File: src/design/tzr_pkg.sv
package tzr_pkg;

  localparam int RasterSizeDef = 256;
  localparam int AreaW = 18;
  localparam int NumW = 42;
  localparam int QuotW = 17;

  typedef enum logic [1:0] {
    MODE_LOAD  = 2'd0,
    MODE_TEST  = 2'd1,
    MODE_CLEAR = 2'd2,
    MODE_NONE  = 2'd3
  } mode_t;

  typedef enum logic [1:0] {
    CFG_SIDE   = 2'd0,
    CFG_METHOD = 2'd1
  } cfg_idx_t;

  typedef enum logic [3:0] {
    ST_SWEEP,
    ST_IDLE,
    ST_EDGE,
    ST_MUL,
    ST_SUM,
    ST_DIV,
    ST_READ,
    ST_CMP,
    ST_CDIV,
    ST_OUT
  } state_t;

  typedef struct packed {
    logic start;
    logic [NumW-1:0] num;
    logic [NumW-1:0] den;
  } div_req_t;

  typedef struct packed {
    logic done;
    logic [NumW-1:0] quot;
  } div_rsp_t;

endpackage

File: src/design/tzr_divider.sv
module tzr_divider
  import tzr_pkg::*;
(
  input  logic     clk,
  input  logic     rst_n,
  input  div_req_t req,
  output div_rsp_t rsp
);

  localparam int CntW = $clog2(NumW + 1);

  logic [NumW-1:0] rem_r, rem_nxt;
  logic [NumW-1:0] quo_r, quo_nxt;
  logic [NumW-1:0] den_r, den_nxt;
  logic [CntW-1:0] cnt_r, cnt_nxt;
  logic            busy_r, busy_nxt;
  logic            done_r, done_nxt;
  logic [NumW:0]   trial;

  always_comb begin
    rem_nxt  = rem_r;
    quo_nxt  = quo_r;
    den_nxt  = den_r;
    cnt_nxt  = cnt_r;
    busy_nxt = busy_r;
    done_nxt = 1'b0;
    trial    = {rem_r, quo_r[NumW-1]} - {1'b0, den_r};
    if (req.start) begin
      rem_nxt  = '0;
      quo_nxt  = req.num;
      den_nxt  = req.den;
      cnt_nxt  = CntW'(NumW);
      busy_nxt = 1'b1;
    end else if (busy_r) begin
      if (!trial[NumW]) begin
        rem_nxt = trial[NumW-1:0];
        quo_nxt = {quo_r[NumW-2:0], 1'b1};
      end else begin
        rem_nxt = {rem_r[NumW-2:0], quo_r[NumW-1]};
        quo_nxt = {quo_r[NumW-2:0], 1'b0};
      end
      cnt_nxt = cnt_r - 1'b1;
      if (cnt_r == CntW'(1)) begin
        busy_nxt = 1'b0;
        done_nxt = 1'b1;
      end
    end
  end

  always_ff @(posedge clk) begin
    if (!rst_n) begin
      busy_r <= 1'b0;
      done_r <= 1'b0;
      cnt_r  <= '0;
    end else begin
      busy_r <= busy_nxt;
      done_r <= done_nxt;
      cnt_r  <= cnt_nxt;
    end
    rem_r <= rem_nxt;
    quo_r <= quo_nxt;
    den_r <= den_nxt;
  end

  assign rsp.done = done_r;
  assign rsp.quot = quo_r;

endmodule

File: config.mk
export PLATFORM = sky130hd
export DESIGN_NAME = tzr_divider
export DESIGN_NICKNAME = d
export VERILOG_FILES = /design/src/design/tzr_pkg.sv /design/src/design/tzr_divider.sv
export SDC_FILE = /design/constraint.sdc
export NUM_CORES = 1
export LEC_CHECK = 0
export BUFFER_PORTS_ARGS = -buffer_cell sky130_fd_sc_hd__buf_2
export CORE_MARGIN = 1
export CORE_UTILIZATION = 40
export DETAILED_ROUTE_END_ITERATION = 8
export HOLD_SLACK_MARGIN = 0.12
export PLACE_DENSITY = 0.59
export SYNTH_ARGS = -nofsm -noshare
export SYNTH_HDL_FRONTEND = slang
export SYNTH_SLANG_ARGS = --single-unit
File: constraint.sdc
create_clock -name clk -period 7.3 [get_ports clk]
set_clock_uncertainty 0.2 [all_clocks]
set_input_delay 0.365 -clock clk [delete_from_list [all_inputs] [get_ports clk]]
set_output_delay 0.365 -clock clk [all_outputs]
set_load 0.005 [all_outputs]
After elaboration in Yosys (flattened, before gate mapping)

Cells that the tools add are included.
W data, S select, Z words.

Register bits: 134
Output and inout bits: 43

$add $sub $neg: 2
Equal/unequal tests: 1
Multiplexer cells: 10
Bitwise gates (word level): 2
Reduce and logical (&&, ||, !) cells: 3

Operators by type and width:

| kind                  | number |
|---|---|
| $mux W42              | 3 |
| $sub A43 B42 Y43      | 1 |
| $mux W6               | 2 |
| $eq A6 B1 Y1 const B  | 1 |
| $sub A6 B1 Y6 const B | 1 |
| $mux W1               | 5 |
| $reduce_or A3 Y1      | 1 |
| $not A1 Y1            | 2 |
| $reduce_bool A2 Y1    | 1 |
| $reduce_or A2 Y1      | 1 |

Longest topological paths before layout

Depth in word-level cells: 4
Depth in mapped cells: 15
Depth with buffers taken out: 14

Worst setup path after synthesis

No wires, ideal clock.

Path type: register -> register
Start point: register quo_r[41]
End point: register rem_r[7]
Setup time: 0.088 ns
Data arrival time: 2.826 ns
Data required time: 7.012 ns
Slack: 4.186 ns
Cell stages (with the launch flop): 15
Buffers on the path: 2
Clock period less this slack: 3.114 ns
Cell sequence: edfxtp_1 > inv_1 > ha_1 > inv_1 > fa_1 > a21o_1 > a221oi_2 > o21a_2 > o211ai_2 > a31oi_4 > xnor2_2 > buf_4 > buf_6 > nand2_1 > a311oi_2

Longest elaborated chain between the ends: 2

RTL lines:

| item                   | line              | text |
|---|---|---|
| start, declared        | tzr_divider.sv:13 | `logic [NumW-1:0] quo_r, quo_nxt;` |
| start signal, assigned | tzr_divider.sv:61 | `quo_r <= quo_nxt;` |
| $sub A43 B42 Y43       | tzr_divider.sv:27 | `trial = {rem_r, quo_r[NumW-1]} - {1'b0, den_r};` |
| $mux W42               | tzr_divider.sv:35 | `if (!trial[NumW]) begin` |
| end signal, assigned   | tzr_divider.sv:60 | `rem_r <= rem_nxt;` |
| end, declared          | tzr_divider.sv:12 | `logic [NumW-1:0] rem_r, rem_nxt;` |

Every way passes these cells.
A chain may end at the register's enable or synchronous reset.

Worst setup path in the final report

Start point: register quo_r[41]
End point: register rem_r[37]

Same word-level chain as after synthesis.

==> impl_metrics.py <==
metrics = {
    "final_layout": {
        "multiInputGateArea_um2": 4039,
        "fillers": 1827,
        "layout.nets": 1124,
        "num_antenna_cells": 0,
        "stdcell_area_um2": 10240,
        "syn2layout_area_growth_pct": 28.04,
        "seq_area_um2": 3525,
        "drive_above_1_share": 0.2438,
    },
    "clocking": {
        "cts_resized": 0,
        "cts_num_sinks": 134,
        "clk_pin_slew_worst_paths_ns": 0.06,
        "clockBufferDepth": 2,
        "numCtsBuffers": 17,
        "clk_latency_ns": 0.43,
        "ctsRootBufferMaster": "clkbuf_16",
        "cts_tree": "done",
        "cts-htree-levels": 4,
    },
    "sta": {
        "finalMaxSlewViolations": 0,
        "worst_slew_pin_slew_ns": 1.011,
        "setup_viol": 0,
        "grt_setup_unrepaired": "false",
        "fin_crit_ns": 4.063,
        "finalSetupTns_ns": 0,
        "period_share": 0.5566,
        "slew_headroom": 0.3257,
        "hold_viol": 0,
        "fmax_mhz": 246.1,
        "setup_ws_ns": 3.237,
    },
    "die": {
        "fp-row-count": 51,
        "start_util": 0.4098,
        "die_width_um": 143.4,
        "ioPinCount": 130,
        "die_h_um": 143.4,
        "design.die.area_um2": 20570,
        "coreArea_um2": 19530,
    },
    "drt": {
        "first_pass_iters": 4,
        "ant_nets": 0,
        "vias": 6484,
        "vias_per_cell": 5.106,
        "drc_errors": 0,
        "wl_per_cell_um": 15.16,
        "drtIter0Drc": 372,
        "wl_um": 19260,
    },
    "yosys": {
        "synth-simple-area-share": 0.1170,
        "seq_area_frac_synth": 0.4403,
        "post_synth.cell_area_avg_um2": 9.952,
        "synth_fa_ha_area_frac": 0.07131,
        "synth_top_family_by_area": "compound AO/OA/AOI/OAI gates",
        "synth_edf_count": 84,
        "mappedNetlistNets": 936,
        "synth_area_leaders": "edfxtp_1, dfxtp_1, ha_1, mux2_2, nand2_1",
        "synth_largest_area_cell": "edfxtp_1",
        "async_reset_ff_frac": 0,
        "netlist.area_leader.share": 0.3152,
        "ys_types": 60,
        "synth.cell_area_um2": 8001,
        "synthMuxAreaShare": 0.07021,
        "synth_compound_area_frac": 0.1948,
        "syn_inst": 804,
        "synthXorXnorAreaFrac": 0.05004,
        "synth_top_flop_cell": "edfxtp_1",
        "synth_warnings": 0,
        "synth-seq-cells": 134,
    },
    "worst_setup_path": {
        "r2r-end": "rem_r[37]$_SDFFE_PP0P_",
        "critPathArrivalTime_ns": 4.21,
        "r2r_slack_ns": 3.24,
        "startpoint_type": "flop",
        "path_class": "flop to flop",
        "required_ns": 7.44,
        "reg2reg_from": "quo_r[41]$_DFFE_PP_",
        "r2r_cells": 14,
        "crit_fanout": 25,
        "endpoint_kind": "flop",
    },
    "grt": {
        "antenna_found_initial": 0,
        "grt_pass1_vias": 6522,
        "track_usage": 0.1984,
        "grt_start_max_net_pins": 81,
        "grt_pass1_wl_um": 31830,
        "grt_overflow": 0,
    },
    "placement": {
        "place_congestion": 0.8515,
        "dpl_cell_area_um2": 8787,
        "place_ws_ns": 3.236,
        "port_buffers": 129,
        "dp_hpwl_um": 13070,
    },
    "worst_hold_path": {
        "min_from": "req[84]",
        "hold_depth": 2,
        "min_to": "rem_r[2]$_SDFFE_PP0P_",
        "hold_class": "input port to flop",
    },
    "power_and_ir_drop": {
        "irDropWorstVdd_v": 0.0001466,
        "power_leakage_nw": 4.241,
        "power_density_nw_per_um2": 227.0,
        "total_power_mw": 2.325,
    },
    "job": {
        "cap_violations": 0,
    },
    "outcome": {
        "status": "complete, no violations",
    },
}
==> cell usage in the layout (no fill, tap or decap), types with 3 or more instances in the layout <==
master and n:
a211oi_1 17, a21boi_0 7, a21o_1 22, a21oi_1 52
a311oi_2 16, a31oi_1 8, and3_1 5, buf_2 128
buf_4 6, clkbuf_16 17, clkinv_4 3, dfxtp_1 49
dlygate4sd3_1 85, edfxtp_1 84, ha_1 44, inv_1 54
inv_6 4, inv_8 4, mux2_2 41, mux2i_1 10
nand2_1 83, nand2b_1 3, nand3_1 14, nand4_1 11
nor2_1 80, nor3_1 7, o211ai_1 5, o21a_1 6
o21ai_0 25, o21ai_1 15, o21bai_1 8, o22ai_1 3
o41ai_2 3, xnor2_1 31, xor2_1 11
==> flip-flops by register name, summed over array words and instances (netlist names) <==
register	flops
busy_r	1
done_r	1
rem_r	42
cnt_r	6
quo_r	42
den_r	42
==> cell families after synthesis <==
family	count (synthesis)
AND/OR/NAND/NOR	216
AO/OA/AOI/OAI	209
flip-flops	134
buffers and inverters	105
multiplexers	51
adder cells (fa/ha/maj)	45
XOR/XNOR	44
==> final cells by class <==
| cell class | instances | area share |
|---|---|---|
| Multi-Input combinational cell | 565 | 0.3942 |
| Clock inverter | 15 | 0.01771 |
| Tap cell | 265 | 0.03236 |
| Timing Repair Buffer | 219 | 0.1500 |
| Clock buffer | 17 | 0.04152 |
| Sequential cell | 134 | 0.3440 |
| Inverter | 55 | 0.02015 |
==> layer usage <==
layer,GRT usage,part of all wire
met5,0,0
met4,0.06551,0.011
met3,0.05065,0.056
met2,0.3334,0.47
met1,0.2470,0.46
==> timing repair <==
| item | CTS | global route |
|---|---|---|
| hold endpoints to repair | 92 | 0 |
| setup buffers | 0 | 0 |
| hold buffers | 85 | 0 |
==> critical path, stage by stage (launching register included) <==
cell and delay (ns):
edfxtp_1 0.41, inv_1 0.08, ha_1 0.15, inv_1 0.05, fa_1 0.40, a21o_1 0.20, a221oi_2 0.32, o21a_2 0.24
o211ai_2 0.12, a31oi_4 0.29, xor2_2 0.63, buf_4 0.44, nand3_1 0.11, a21boi_0 0.17, o22ai_1 0.19
==> metrics by stage <==
stage	utilization	hold slack, ns	std cells
global route	0.5247	0.2742	1270
CTS	0.5247	0.2462	1270
floorplan	-	0.2631	804
detailed placement	0.4500	0.2918	1153
finish	0.5247	0.2526	1270
global placement	0.4500	0.2796	1153
==> synthesized netlist by cell type (3+ instances only) <==
library cell / instances
nor3_1: 7
o21bai_1: 8
buf_1: 4
o41ai_2: 3
nor2_1: 80
nand3_1: 14
o21ai_1: 15
a31oi_1: 8
edfxtp_1: 84
a21boi_0: 7
nand4_1: 11
o21a_1: 6
ha_1: 44
buf_2: 12
buf_4: 3
mux2i_1: 10
o21ai_0: 25
a21oi_1: 52
clkbuf_1: 27
a21o_1: 22
xnor2_1: 31
nand2_1: 83
buf_6: 4
o22ai_1: 3
mux2_2: 41
inv_1: 54
and3_1: 5
dfxtp_1: 50
a311oi_2: 16
a211oi_1: 17
nand2b_1: 3
o211ai_1: 5
xor2_1: 11
==> power breakdown <==
part / switching (mW) / leakage (nW) / total (mW) / internal (mW)
clock: 0.370 / 0.293 / 0.887 / 0.518
combinational: 0.285 / 2.70 / 0.522 / 0.237
sequential: 0.0371 / 1.25 / 0.916 / 0.879
total: 0.692 / 4.24 / 2.33 / 1.63
==> how the worst max path moves through the flow <==
stage	startpoint	endpoint	slack, ns	depth (start not counted)
after floorplan	quo_r[41]$_DFFE_PP_	rem_r[7]$_SDFFE_PP0P_	4.19	14
after detailed placement	quo_r[41]$_DFFE_PP_	rem_r[37]$_SDFFE_PP0P_	3.24	14
final	quo_r[41]$_DFFE_PP_	rem_r[37]$_SDFFE_PP0P_	3.24	14
after CTS	quo_r[41]$_DFFE_PP_	rem_r[37]$_SDFFE_PP0P_	3.21	14
after global routing	quo_r[41]$_DFFE_PP_	rem_r[37]$_SDFFE_PP0P_	2.89	14
after global placement	quo_r[41]$_DFFE_PP_	rem_r[37]$_SDFFE_PP0P_	3.35	14
Power figures use the tool's default switching activity.
